[src/rtl/flvp_pkg.sv]
// Shared types and constants of the FLV tag header parser.
// No dependencies; used by the top level and the record formatter.
`default_nettype none

package flvp_pkg;

  localparam int unsigned POS_W = 24;

  // Field lengths, in bytes, of the file header and the tag header
  localparam logic [POS_W-1:0] HDR_BYTES       = 24'd9;
  localparam logic [POS_W-1:0] HDR_KEEP_BYTES  = 24'd5;
  localparam logic [POS_W-1:0] PREV_BYTES      = 24'd4;
  localparam logic [POS_W-1:0] DSIZE_BYTES     = 24'd3;
  localparam logic [POS_W-1:0] TS_BYTES        = 24'd3;
  localparam logic [POS_W-1:0] SKIP_BYTES      = 24'd4;

  // Positions inside the data of a video tag
  localparam logic [POS_W-1:0] VID_BYTE_POS    = 24'd0;
  localparam logic [POS_W-1:0] PKT_TYPE_POS    = 24'd1;
  localparam logic [POS_W-1:0] NALU_FIRST_POS  = 24'd5;
  localparam logic [POS_W-1:0] NALU_LAST_POS   = 24'd8;
  localparam logic [POS_W-1:0] MIN_VIDEO_BYTES = 24'd5;
  localparam logic [POS_W-1:0] MIN_NALU_BYTES  = 24'd9;

  localparam logic [7:0] VIDEO_TAG     = 8'd9;
  localparam logic [7:0] PKT_TYPE_NALU = 8'd1;

  localparam logic KIND_HEADER = 1'b0;
  localparam logic KIND_TAG    = 1'b1;

  localparam int unsigned OUT_TDATA_W = 184;
  localparam int unsigned OUT_PAD_W   = 6;

  typedef struct packed {
    logic [31:0] prev_size;
    logic [7:0]  tag_type;
    logic [23:0] data_size;
    logic [23:0] timestamp;
    logic [7:0]  video_byte;
    logic [7:0]  packet_type;
    logic [31:0] nalu_length;
  } flvp_held_t;

  typedef struct packed {
    logic        record_kind;
    logic [39:0] header_word;
    logic [31:0] previous_tag_size;
    logic [7:0]  tag_type;
    logic [23:0] data_size;
    logic [23:0] timestamp;
    logic [3:0]  frame_type;
    logic [3:0]  codec_id;
    logic [7:0]  packet_type;
    logic [31:0] nalu_length;
    logic        video_fields_valid;
    logic        nalu_valid;
  } flvp_record_t;

endpackage

`default_nettype wire

[src/rtl/flvp_record_fmt.sv]
// Builds a tag record from the held tag header and video fields.
// Depends on flvp_pkg.
`default_nettype none

module flvp_record_fmt (
  input  flvp_pkg::flvp_held_t   held_i,
  output flvp_pkg::flvp_record_t rec_o
);
  import flvp_pkg::*;

  logic video;
  logic nalu;

  assign video = (held_i.tag_type == VIDEO_TAG) && (held_i.data_size >= MIN_VIDEO_BYTES);
  assign nalu  = video && (held_i.packet_type == PKT_TYPE_NALU)
              && (held_i.data_size >= MIN_NALU_BYTES);

  always_comb begin
    rec_o                    = '0;
    rec_o.record_kind        = KIND_TAG;
    rec_o.previous_tag_size  = held_i.prev_size;
    rec_o.tag_type           = held_i.tag_type;
    rec_o.data_size          = held_i.data_size;
    rec_o.timestamp          = held_i.timestamp;
    // Drop video fields that lie past a short tag's data
    rec_o.frame_type         = video ? held_i.video_byte[7:4] : 4'd0;
    rec_o.codec_id           = video ? held_i.video_byte[3:0] : 4'd0;
    rec_o.packet_type        = video ? held_i.packet_type : 8'd0;
    rec_o.nalu_length        = nalu ? held_i.nalu_length : 32'd0;
    rec_o.video_fields_valid = video;
    rec_o.nalu_valid         = nalu;
  end

endmodule

`default_nettype wire

[src/rtl/flv_tag_header_parser_top.sv]
// FLV stream parser, one byte per clock. Each accepted byte goes through a short
// decode step into a result register; a byte is taken every cycle unless a finished
// record waits downstream, so sustained throughput is one byte per cycle and a
// record appears the cycle after the completing byte. The file header gives
// one header record with its ninth byte; every tag gives one tag record with its
// last data byte (or with the last skipped header byte when the tag has no data).
// A byte with the restart flag set is taken as byte 0 of a new file header.
// Depends on flvp_pkg and flvp_record_fmt.
`default_nettype none

module flv_tag_header_parser_top (
  input  wire  logic         clk_i,
  input  wire  logic         rst_ni,
  input  wire  logic         s_axis_tvalid_i,
  output       logic         s_axis_tready_o,
  input  wire  logic [7:0]   s_axis_tdata_i,  // [7:0] data_byte
  input  wire  logic         s_axis_tuser_i,  // [0] restart
  output       logic         m_axis_tvalid_o,
  input  wire  logic         m_axis_tready_i,
  // [39:0] header_word, [71:40] previous_tag_size, [79:72] tag_type,
  // [103:80] data_size, [127:104] timestamp, [131:128] frame_type,
  // [135:132] codec_id, [143:136] packet_type, [175:144] nalu_length,
  // [176] video_fields_valid, [177] nalu_valid, [183:178] zero
  output       logic [flvp_pkg::OUT_TDATA_W-1:0] m_axis_tdata_o,
  output       logic         m_axis_tuser_o   // [0] record_kind
);
  import flvp_pkg::*;

  typedef enum logic [2:0] {
    PH_HEADER,
    PH_PREV,
    PH_TYPE,
    PH_DSIZE,
    PH_TS,
    PH_SKIP,
    PH_DATA
  } phase_e;

  phase_e             phase_q, phase_d, phase_eff;
  logic [POS_W-1:0]   pos_q, pos_d, pos_eff, pos_inc;
  logic [39:0]        shift_q, shift_d, shift_eff, shift_in;
  flvp_held_t         held_q, held_d;
  flvp_record_t       rec_q, rec_d, tag_rec;
  logic               out_valid_q;
  logic               emit_hdr, emit_tag;
  logic               in_acc;
  logic [7:0]         b;

  assign s_axis_tready_o = !out_valid_q || m_axis_tready_i;
  assign in_acc          = s_axis_tvalid_i && s_axis_tready_o;
  assign b               = s_axis_tdata_i;

  // Restart acts as a reset just ahead of this byte
  assign phase_eff = s_axis_tuser_i ? PH_HEADER : phase_q;
  assign pos_eff   = s_axis_tuser_i ? '0 : pos_q;
  assign shift_eff = s_axis_tuser_i ? '0 : shift_q;
  assign pos_inc   = pos_eff + POS_W'(1);
  assign shift_in  = {shift_eff[31:0], b};

  always_comb begin
    phase_d  = phase_eff;
    pos_d    = pos_inc;
    shift_d  = shift_eff;
    held_d   = held_q;
    emit_hdr = 1'b0;
    emit_tag = 1'b0;
    unique case (phase_eff)
      PH_HEADER: begin
        if (pos_eff < HDR_KEEP_BYTES) begin
          shift_d = shift_in;
        end
        if (pos_inc >= HDR_BYTES) begin
          emit_hdr = 1'b1;
          phase_d  = PH_PREV;
          pos_d    = '0;
          shift_d  = '0;
        end
      end
      PH_PREV: begin
        shift_d = shift_in;
        if (pos_inc >= PREV_BYTES) begin
          held_d.prev_size = shift_in[31:0];
          shift_d          = '0;
          pos_d            = '0;
          phase_d          = PH_TYPE;
        end
      end
      PH_TYPE: begin
        held_d.tag_type    = b;
        held_d.video_byte  = '0;
        held_d.packet_type = '0;
        held_d.nalu_length = '0;
        pos_d              = '0;
        shift_d            = '0;
        phase_d            = PH_DSIZE;
      end
      PH_DSIZE: begin
        shift_d = shift_in;
        if (pos_inc >= DSIZE_BYTES) begin
          held_d.data_size = shift_in[23:0];
          shift_d          = '0;
          pos_d            = '0;
          phase_d          = PH_TS;
        end
      end
      PH_TS: begin
        shift_d = shift_in;
        if (pos_inc >= TS_BYTES) begin
          held_d.timestamp = shift_in[23:0];
          shift_d          = '0;
          pos_d            = '0;
          phase_d          = PH_SKIP;
        end
      end
      PH_SKIP: begin
        if (pos_inc >= SKIP_BYTES) begin
          pos_d = '0;
          if (held_q.data_size == '0) begin
            emit_tag = 1'b1;
            phase_d  = PH_PREV;
          end else begin
            phase_d  = PH_DATA;
          end
        end
      end
      PH_DATA: begin
        if (held_q.tag_type == VIDEO_TAG) begin
          if (pos_eff == VID_BYTE_POS) begin
            held_d.video_byte = b;
          end else if (pos_eff == PKT_TYPE_POS) begin
            held_d.packet_type = b;
          end else if (pos_eff >= NALU_FIRST_POS && pos_eff <= NALU_LAST_POS) begin
            held_d.nalu_length = {held_q.nalu_length[23:0], b};
          end
        end
        if (pos_inc >= held_q.data_size) begin
          emit_tag = 1'b1;
          pos_d    = '0;
          phase_d  = PH_PREV;
        end
      end
      default: begin
        phase_d = PH_HEADER;
        pos_d   = '0;
        shift_d = '0;
      end
    endcase
  end

  flvp_record_fmt u_fmt (
    .held_i (held_d),
    .rec_o  (tag_rec)
  );

  always_comb begin
    rec_d = tag_rec;
    if (emit_hdr) begin
      rec_d             = '0;
      rec_d.record_kind = KIND_HEADER;
      rec_d.header_word = shift_eff;
    end
  end

  always_ff @(posedge clk_i or negedge rst_ni) begin
    if (!rst_ni) begin
      phase_q     <= PH_HEADER;
      pos_q       <= '0;
      shift_q     <= '0;
      held_q      <= '0;
      rec_q       <= '0;
      out_valid_q <= 1'b0;
    end else begin
      if (in_acc) begin
        phase_q <= phase_d;
        pos_q   <= pos_d;
        shift_q <= shift_d;
        held_q  <= held_d;
      end
      // Load a new record or release the one taken downstream
      if (in_acc && (emit_hdr || emit_tag)) begin
        rec_q       <= rec_d;
        out_valid_q <= 1'b1;
      end else if (m_axis_tready_i) begin
        out_valid_q <= 1'b0;
      end
    end
  end

  assign m_axis_tvalid_o = out_valid_q;
  assign m_axis_tuser_o  = rec_q.record_kind;
  assign m_axis_tdata_o  = {{OUT_PAD_W{1'b0}},
                            rec_q.nalu_valid,
                            rec_q.video_fields_valid,
                            rec_q.nalu_length,
                            rec_q.packet_type,
                            rec_q.codec_id,
                            rec_q.frame_type,
                            rec_q.timestamp,
                            rec_q.data_size,
                            rec_q.tag_type,
                            rec_q.previous_tag_size,
                            rec_q.header_word};

endmodule

`default_nettype wire

[config.mk]
export PLATFORM = sky130hd
export DESIGN_NAME = flv_tag_header_parser_top
export DESIGN_NICKNAME = d
export VERILOG_FILES = /design/src/rtl/flvp_pkg.sv /design/src/rtl/flvp_record_fmt.sv /design/src/rtl/flv_tag_header_parser_top.sv
export SDC_FILE = /design/constraint.sdc
export NUM_CORES = 1
export LEC_CHECK = 0
export BUFFER_PORTS_ARGS = -buffer_cell sky130_fd_sc_hd__buf_2
export CAP_MARGIN = 0
export CORE_MARGIN = 3
export CORE_UTILIZATION = 55
export CTS_BUF_LIST = sky130_fd_sc_hd__clkbuf_16
export DETAILED_ROUTE_END_ITERATION = 12
export HOLD_SLACK_MARGIN = 0.08
export PLACE_DENSITY = 0.82
export SLEW_MARGIN = 10
export SYNTH_ARGS = -nofsm -noshare
export SYNTH_HDL_FRONTEND = slang
export SYNTH_SLANG_ARGS = --single-unit
[constraint.sdc]
create_clock -name clk_i -period 7.7 [get_ports clk_i]
set_input_delay 0.77 -clock clk_i [delete_from_list [all_inputs] [get_ports clk_i]]
set_output_delay 0.77 -clock clk_i [all_outputs]
set_load 0.01 [all_outputs]
# Yosys cells after proc, flatten, opt, wreduce, memory -nomap -nowiden
# Cells that the tools add are included.
# W data, S select, Z words.
[word_totals] ff_bits=383 inputBits=13 output_inout_bits=187 elab_cells=107
[op_classes] addsub=1 magnitude_cmp=9 n_eq_ne=10 muxes=48 n_reduce_logical=16
[op_table] cell="$mux W40" count=6
[op_table] cell="$mux W24" count=9
[op_table] cell="$mux W179" count=1
[op_table] cell="$mux W32" count=5
[op_table] cell="$pmux W40 S4" count=1
[op_table] cell="$pmux W24 S4" count=1
[op_table] cell="$pmux W48 S2" count=1
[op_table] cell="$ge A24 B3 Y1 const B" count=3
[op_table] cell="$ge A24 B4 Y1 const B" count=2
[op_table] cell="$logic_not A24 Y1" count=2
[op_table] cell="$mux W48" count=1
[op_table] cell="$mux W8" count=4
[op_table] cell="$add A24 B1 Y24 const B" count=1
[op_table] cell="$eq A24 B1 Y1 const B" count=1
[op_table] cell="$ge A24 B2 Y1 const B" count=1
[op_table] cell="$ge A24 B24 Y1" count=1
[op_table] cell="$le A24 B4 Y1 const B" count=1
[op_table] cell="$lt A24 B3 Y1 const B" count=1
[op_table] cell="$mux W3" count=8
[op_table] cell="$pmux W3 S7" count=1
[op_table] cell="$eq A8 B4 Y1 const B" count=2
[op_table] cell="$eq A3 B3 Y1 const B" count=3
[op_table] cell="$eq A8 B1 Y1 const B" count=1
[op_table] cell="$mux W4" count=2
[op_table] cell="10 further kinds" count=25

# Longest topological paths before layout
# Gate-level depths: netlist (run 1).
[logic_depth] ltp_word=13 depth_mapped=28 ltp_nobuf=20

# Modules after synthesis
# A second synthesis (run 1) with hierarchy kept.
[unflattened] cells_unflattened=2279 area_unflattened_um2=21272.9
[modules_own_cells] mod="flv_tag_header_parser_top" n_inst=1 cells_per_inst=2017 area_per_inst_um2=19332.3
[modules_own_cells] mod="flvp_record_fmt" n_inst=1 cells_per_inst=262 area_per_inst_um2=1940.6

# Worst setup path after synthesis (run 1)
# Ideal clock, no wire load.
[synth_timing] path_type="input to register" startpoint="in s_axis_tuser_i" endpoint="reg rec_q (netlist bit m_axis_tdata_o[138])" setup_time_ns=0.136 arrival_time_ns=5.614 required_ns=7.564 setup_slack_ns=1.950 stages=25 cell_sequence="buf_2 buf_1 clkbuf_1 clkbuf_1 clkbuf_1 buf_1 nor2b_1 ha_1 nand2_1 or2_2 clkbuf_1 nor3_1 or2_2 ha_1 o211ai_1 a31oi_1 a31oi_1 o41ai_1 nand3_1 a31o_2 buf_2 clkbuf_1 clkbuf_1 nand2_1 o21ai_0"
[synth_via] elab_chain_len=9 elab_cells_between_ends=34
[synth_lines] item="start: declaration" line="flv_tag_header_parser_top.sv:17" rtl="input wire logic s_axis_tuser_i,"
[synth_lines] item="$mux W24" line="flv_tag_header_parser_top.sv:55" rtl="assign pos_eff = s_axis_tuser_i ? '0 : pos_q;"
[synth_lines] item="$add A24 B1 Y24" line="flv_tag_header_parser_top.sv:57" rtl="assign pos_inc = pos_eff + POS_W'(1);"
[synth_lines] item="$ge A24 B2 Y1" line="flv_tag_header_parser_top.sv:99" rtl="if (pos_inc >= DSIZE_BYTES) begin"
[synth_lines] item="$mux W24" line="flv_tag_header_parser_top.sv:99"
[synth_lines] item="$mux W24" line="flv_tag_header_parser_top.sv:67" rtl="unique case (phase_eff)"
[synth_lines] item="$ge A24 B3 Y1" line="flvp_record_fmt.sv:14" rtl="assign video = (held_i.tag_type == VIDEO_TAG) && (held_i.data_size >= MIN_VIDEO_BYTES);"
[synth_lines] item="$logic_and A1 B1 Y1" line="flvp_record_fmt.sv:14"
[synth_lines] item="$mux W8" line="flvp_record_fmt.sv:28" rtl="rec_o.packet_type = video ? held_i.packet_type : 8'd0;"
[synth_lines] item="$mux W179" line="flv_tag_header_parser_top.sv:157" rtl="if (emit_hdr) begin"
[synth_lines] item="end signal: assignment" line="flv_tag_header_parser_top.sv:181" rtl="rec_q <= rec_d;"
[synth_lines] item="end: declaration" line="flv_tag_header_parser_top.sv:43" rtl="flvp_record_t rec_q, rec_d, tag_rec;"
# Several ways; a longest one is shown, not always the timed one.
# A chain may end at the register's enable or synchronous reset.

# Final worst setup path (run 1)
[layout_timing] startpoint="in s_axis_tuser_i" endpoint="reg rec_q (netlist bit m_axis_tdata_o[162])"
[layout_via] elab_chain_len=11 elab_cells_between_ends=43
[layout_lines] item="$mux W24" line="flv_tag_header_parser_top.sv:55"
[layout_lines] item="$add A24 B1 Y24 / $eq A24 B1 Y1 (equally long branches)" line="flv_tag_header_parser_top.sv:57, flv_tag_header_parser_top.sv:130"
[layout_lines] item="$ge A24 B2 Y1 / $mux W8 (equally long branches)" line="flv_tag_header_parser_top.sv:99, flv_tag_header_parser_top.sv:130"
[layout_lines] item="$mux W24 / $mux W40 (equally long branches)" line="flv_tag_header_parser_top.sv:99, flv_tag_header_parser_top.sv:128"
[layout_lines] item="$mux W24 / $mux W48 (equally long branches)" line="flv_tag_header_parser_top.sv:67, flv_tag_header_parser_top.sv:127"
[layout_lines] item="$ge A24 B3 Y1 / $pmux W48 S2 (equally long branches)" line="flvp_record_fmt.sv:14, flv_tag_header_parser_top.sv:67"
[layout_lines] item="$logic_and A1 B1 Y1 / $eq A8 B1 Y1 (equally long branches)" line="flvp_record_fmt.sv:14, flvp_record_fmt.sv:15"
[layout_lines] item="$logic_and A1 B1 Y1" line="flvp_record_fmt.sv:15" rtl="assign nalu = video && (held_i.packet_type == PKT_TYPE_NALU)"
[layout_lines] item="$logic_and A1 B1 Y1" line="flvp_record_fmt.sv:16" rtl="&& (held_i.data_size >= MIN_NALU_BYTES);"
[layout_lines] item="$mux W32" line="flvp_record_fmt.sv:29" rtl="rec_o.nalu_length = nalu ? held_i.nalu_length : 32'd0;"
[layout_lines] item="$mux W179" line="flv_tag_header_parser_top.sv:157"
# Several ways; a longest one is shown, not always the timed one.

==> impl_metrics.ini, run 1 <==
[logic_synthesis]
synthArstFlopShare_pct = 100
ys_warn_count = 0
yosysSeqAreaShare_pct = 53.1
synth_area_leaders = dfrtp_1, nand2_1, o21ai_0
synth-edff-count = 0
synth_top_cell_area_share_pct = 53.1
yosysUniqueCellTypes = 66
synth_ff_type = dfrtp_1
syn_inst = 1755
syn_avg_cell_area_um2 = 10.3
synth_most_common_cell = dfrtp_1
ys_top_cells_by_count = dfrtp_1, nand2_1, o21ai_0, clkbuf_1, mux2i_1
syn-cell-area_um2 = 18100
ys_ff_latch = 383
synth_top_cell_by_area = dfrtp_1

[grt]
gr-total-overflow = 0
antenna_found_initial = 0
grt_pass1_vias = 13900
grt_pass1_wl_mm = 77.5
grt_max_degree = 151
grtUsageTotal_pct = 27.1

[finish]
final_util_pct = 63.9
synthToLayoutAreaGrowth_pct = 13.2
diodes = 0
finish.instance_area_um2 = 20400
fin_nets = 1910
drive_above_1_share_pct = 20.2
fin_cells = 2327

[route]
drtAntennaViolNets = 0
drcViolationCount = 0
num_vias = 14200
wire_per_inst_um = 20.7
drtPass1Iterations = 7
vias_per_cell = 6.09
wirelength_mm = 48.2
drtIter0Drc = 1233

[clock_network]
path_clk_slew_ns = 0.06
htree_levels = 2
post_cts_buffers = 0
cts_tree = done
cts_hold_buf = 0
clkSinkCount = 383
cts_resized = 0
clk_path_buf_depth = 3
cts_buffers = 41
clk_latency_ns = 0.55
root_buffer = clkbuf_16

[critical_path]
worst-path-max-fanout = 42
cp.required_ns = 8.13
cp-start-kind = primary input
crit_type = primary input to flop
arrival_ns = 6.79
worstSetupEndpointType = flop

[die]
fp.dieH_um = 187
die_w_um = 187
floorplan.rows = 65
dieArea_um2 = 35000
ios = 200
coreArea_um2 = 32000
start_util_pct = 56.5

[outcome]
status = completed

[place]
hpwl_mm = 31.5
placed_area_um2 = 19200
place_inst = 2259
io_buffers = 193
gp_congestion = 0.903

[timing]
max_freq_mhz = 157
hold_slack_ns = 0.251
slew-limit-headroom_pct = 16.2
slew_viol_final = 0
finalCriticalPeriod_ns = 6.36
setup_viol = 0
hold_violations = 0
tightestPinTransition_ns = 1.26
rsz0062_at_grt = no
finClkSkew_ns = 0.0332
finalSetupTns_ns = 0
fin_crit_sh_pct = 82.6

[pwr]
p_per_area_nw_per_um2 = 208
irDropWorstVdd_uv = 171
leakagePower_nw = 10.3

[worst_hold_path]
hold_path_class = primary input to async pin

[job]
maxCapViolCount = 0
cell families (layout without fill, tap and decap cells):
logic type	count (synthesis)	after routing	synth area share, %
compound gates	422	422	14.8
xor+xnor	14	14	0.679
fa+ha+maj	30	30	2.08
buf+inv	196	328	4.52
flops	383	383	53.1
mux	180	180	11.2
other cells	1	6	0.0208
simple gates	529	529	13.6
metrics by stage:
stage          total power [mW]  setup WS, ns
5_1_grt                    4.40         0.903
4_1_cts                    4.27          1.42
6_report                   4.25          1.34
2_1_floorplan              2.34          1.95
3_3_place_gp               2.46          1.19
3_5_place_dp               2.47         0.864
critical path, stage by stage:
cell      delay (ns)
buf_2           0.11
inv_1           0.05
buf_4           0.34
nand2_1         0.22
inv_1           0.18
ha_1            0.30
nand2_1         0.10
or2_2           0.36
nor2_1          0.14
xnor2_1         0.14
nor2_1          0.08
ha_1            0.35
nor2b_1         0.16
o211ai_1        0.10
a31oi_1         0.17
a31oi_1         0.06
o41ai_1         0.64
nand3_1         0.37
o22ai_4         0.27
buf_4           0.44
nand3_1         0.92
o21ai_0         0.49
flip-flops by register name (all words and copies together), names as in the netlist:
register         count
held_q             136
m_axis_tdata_o     178
m_axis_tuser_o       1
m_axis_tvalid_o      1
phase_q              3
pos_q               24
shift_q             40
per-layer routing:
metal,vias to the layer above,share of wire [%],global-route usage [%]
li1,6406,-,-
met2,598,48,43.8
met1,7070,42,38.2
met3,86,8.1,5.25
met5,-,0,0
met4,0,2.5,7.07
worst paths after layout:
path	to	slack, ns	depth (start not counted)	startpoint
worst max-delay path	m_axis_tdata_o[162]	1.34	22	s_axis_tuser_i
worst min-delay path	m_axis_tdata_o[22]	0.25	1	rst_ni
worst max register to register	m_axis_tdata_o[162]	1.56	18	pos_q[1]
worst min register to register	m_axis_tdata_o[84]	0.47	2	m_axis_tdata_o[84]
max in group asynchronous	m_axis_tdata_o[141]	5.99	2	rst_ni
min in group clk_i	m_axis_tdata_o[84]	0.47	2	m_axis_tdata_o[84]
cell type report:
class | instances | area (µm²)
Sequential cell | 383 | 9580
Inverter | 44 | 165
Clock buffer | 43 | 1080
Timing Repair Buffer | 216 | 1160
Multi-Input combinational cell | 1181 | 7760
Tap cell | 435 | 544
Fill cell | 2422 | 11500
Clock inverter | 25 | 151
where the power goes:
part	leakage, nW	switching (mW)	internal [mW]
logic	4.39	0.205	0.111
registers	5.32	0.0503	2.08
clock network	0.635	0.775	1.04
layout by cell type (no fill, tap or decap), types with 39 or more instances in the layout:
cell type	netlist	layout
mux2_2	62	62
buf_2	26	192
dfrtp_1	383	383
clkbuf_16	0	43
nor2_1	40	39
inv_1	44	53
mux2i_1	88	88
o21ai_0	179	179
a22o_1	62	62
a21oi_1	57	56
a22oi_1	41	41
nand2_1	295	294
nand3_1	48	47
Power figures use the tool's default switching activity.
==> inputs of run 2 (changes only) <==
--- a/config.mk
+++ b/config.mk
@@ -5,14 +5,15 @@
 export SDC_FILE = /design/constraint.sdc
 export NUM_CORES = 1
 export LEC_CHECK = 0
+export ABC_AREA = 1
 export BUFFER_PORTS_ARGS = -buffer_cell sky130_fd_sc_hd__buf_2
 export CAP_MARGIN = 0
 export CORE_MARGIN = 3
-export CORE_UTILIZATION = 55
+export CORE_UTILIZATION = 54
 export CTS_BUF_LIST = sky130_fd_sc_hd__clkbuf_16
 export DETAILED_ROUTE_END_ITERATION = 12
 export HOLD_SLACK_MARGIN = 0.08
-export PLACE_DENSITY = 0.82
+export PLACE_DENSITY = 0.83
 export SLEW_MARGIN = 10
 export SYNTH_ARGS = -nofsm -noshare
 export SYNTH_HDL_FRONTEND = slang
==> constraint.sdc (replaced) <==
create_clock -name clk_i -period 5.5 [get_ports clk_i]
set_input_delay 0.55 -clock clk_i [delete_from_list [all_inputs] [get_ports clk_i]]
set_output_delay 0.55 -clock clk_i [all_outputs]
set_load 0.01 [all_outputs]
==> run 2 against run 1 <==
Net effect:
- critical endpoint is now m_axis_tdata_o[167]
- sequential share of layout area is 3.7 points lower
- non-clock buffer count is 1 lower
- register-to-register slack worse by 0.45 ns
- clock skew is 0.018 ns lower
- routed wire length is 21% higher
- critical path depth is 1 higher
- clock-buffer cell count is 1 lower
- sequential cell count stayed put
- critical path type unchanged
- synthesized area is 9.4% higher
- synthesized cell count is 46% higher
- utilization is 2.1 points lower
==> impl_metrics.ini, run 2 <==
[outcome]
status = completed

[critical_path]
worst-path-max-fanout = 39
crit_type = primary input to flop
worstSetupEndpointType = flop
r2r_cells = 22
arrival_ns = 4.95
r2r_slack_ns = 1.11
cp-start-kind = primary input
r2r_start = pos_q[0]
r2r_end = m_axis_tdata_o[167]
cp.required_ns = 5.98

[clock_network]
post_cts_buffers = 0
clk_path_buf_depth = 3
cts_tree = done
htree_levels = 2
root_buffer = clkbuf_16
cts_buffers = 41
cts_resized = 0
cts_hold_buf = 0
path_clk_slew_ns = 0.06
clk_latency_ns = 0.54
clkSinkCount = 383

[timing]
slew_viol_final = 0
finClkSkew_ns = 0.0153
slew-limit-headroom_pct = 26.0
rsz0062_at_grt = no
finalSetupTns_ns = 0
fin_crit_sh_pct = 81.3
max_freq_mhz = 224
finalCriticalPeriod_ns = 4.47
hold_violations = 0
setup_viol = 0
tightestPinTransition_ns = 1.11

[route]
vias_per_cell = 5.80
drtAntennaViolNets = 0
wire_per_inst_um = 18.4
num_vias = 18400
drtIter0Drc = 2023
drcViolationCount = 0
drtPass1Iterations = 6
wirelength_mm = 58.4

[pwr]
leakagePower_nw = 10.9
seq_power_share_pct = 43.5
combPwrFrac_pct = 22.4
p_sw_mw = 2.69
total_power_mw = 8.14
p_sw_share_pct = 33.1
p_per_area_nw_per_um2 = 367
p_clk_share_pct = 34.0
irDropWorstVdd_uv = 223
p_int_mw = 5.45

[grt]
grtUsageTotal_pct = 29.7
gr-total-overflow = 0
grt_pass1_vias = 17500
antenna_found_initial = 0
grt_max_degree = 145
grt_pass1_wl_mm = 93.5

[die]
dieArea_um2 = 38900
floorplan.rows = 69
start_util_pct = 55.1
die_w_um = 197
fp.dieH_um = 197
ios = 200
coreArea_um2 = 35800

[finish]
drive_above_1_share_pct = 12.4
most-common-layout-cells = nand2_1, o21ai_0, dfrtp_1, inv_1, buf_2
finish.instance_area_um2 = 22200
fin_cells = 3166
diodes = 0
largest_reg_flops = 178
multi_input_area_um2 = 8590
synthToLayoutAreaGrowth_pct = 12.2
seq_area_um2 = 9580
final_common_cell = nand2_1
fin_nets = 2717
fillers = 3024

[logic_synthesis]
synth_area_leaders = dfrtp_1, nand2_1, o21ai_0
ys_ff_latch = 383
synth-edff-count = 0
yosysUniqueCellTypes = 44
syn_avg_cell_area_um2 = 7.68
ys_top_cells_by_count = nand2_1, o21ai_0, dfrtp_1, inv_1, nor2_1
syn-cell-area_um2 = 19800
synth_most_common_cell = nand2_1
synth_ff_type = dfrtp_1
ys_warn_count = 0
yosysSeqAreaShare_pct = 48.5
syn_inst = 2571
synthArstFlopShare_pct = 100
synth_top_cell_by_area = dfrtp_1
synth_top_cell_area_share_pct = 48.5

[place]
gp_congestion = 0.999
hpwl_mm = 39.4
placed_area_um2 = 20800
place_inst = 3092
io_buffers = 193

[worst_hold_path]
hold_path_class = primary input to async pin

[job]
maxCapViolCount = 0
==> run 2: power by group through the flow <==
stage	logic, mW	clock network (mW)	registers (mW)
CTS	1.80	2.80	3.54
global placement	1.70	0	3.56
finish	1.83	2.77	3.55
detailed placement	1.78	0	3.58
global route	2.06	2.93	3.59
floorplan	1.26	0	3.51
==> run 2: critical path, cell delays in order <==
cell and delay (ns):
buf_2 0.19, buf_4 0.23, nor2_1 0.37, ha_1 0.30
nand2_1 0.12, nor2_4 0.18, nand2_1 0.14, xor2_1 0.23
nor2_1 0.12, nand2_1 0.12, nor2_1 0.20, nand3_4 0.37
nand2_4 0.48, nand2_1 0.12, o21ai_2 0.12, nand2_1 0.09
nand2_1 0.08, nor2_2 0.05, nand3_4 0.14, nand2_8 0.10
nor2_8 0.40, nand2_1 0.14, nand2_1 0.09
==> run 2: kinds of logic after synthesis <==
kind of cell	synth area share (%)
other cells	0.0190
buf+inv	8.29
simple gates	22.4
fa+ha+maj	1.90
compound gates	18.7
flops	48.5
xor+xnor	0.133
==> run 2: area by class of cell <==
type,instances,share of cell area [%]
well taps,461,2.60
clock inverters,32,1.30
flip-flops and latches,383,43.2
multi-input cells,1794,38.7
inverters,239,4.06
clock buffers,42,4.74
repair buffers,215,5.32
==> run 2: through the flow <==
stage,util (%),hold WS [ns],setup WS (ns)
after detailed placement,58.1,0.462,0.563
after global routing,61.9,0.118,0.604
after floorplan,-,0.254,0.914
after global placement,58.1,0.459,0.750
final,61.9,0.0619,1.03
after CTS,61.9,0.0916,1.12
==> run 2: layer usage <==
metal	part of all wire, %	global-route usage, %	routed length (µm)
met1	41	40.8	23800
met2	47	48.1	27400
met3	8.9	5.30	5190
met4	3.4	10.3	2010
met5	0	0	0
==> run 2: how the worst max path moves through the flow <==
stage | startpoint | endpoint | slack (ns) | cells after the start
3_3_place_gp | s_axis_tuser_i | m_axis_tdata_o[155] | 0.75 | 24
4_1_cts | s_axis_tuser_i | m_axis_tdata_o[167] | 1.12 | 24
3_5_place_dp | s_axis_tuser_i | m_axis_tdata_o[167] | 0.56 | 24
5_1_grt | s_axis_tuser_i | m_axis_tdata_o[167] | 0.60 | 24
2_1_floorplan | s_axis_tuser_i | m_axis_tdata_o[145] | 0.91 | 32
6_report | s_axis_tuser_i | m_axis_tdata_o[167] | 1.03 | 23
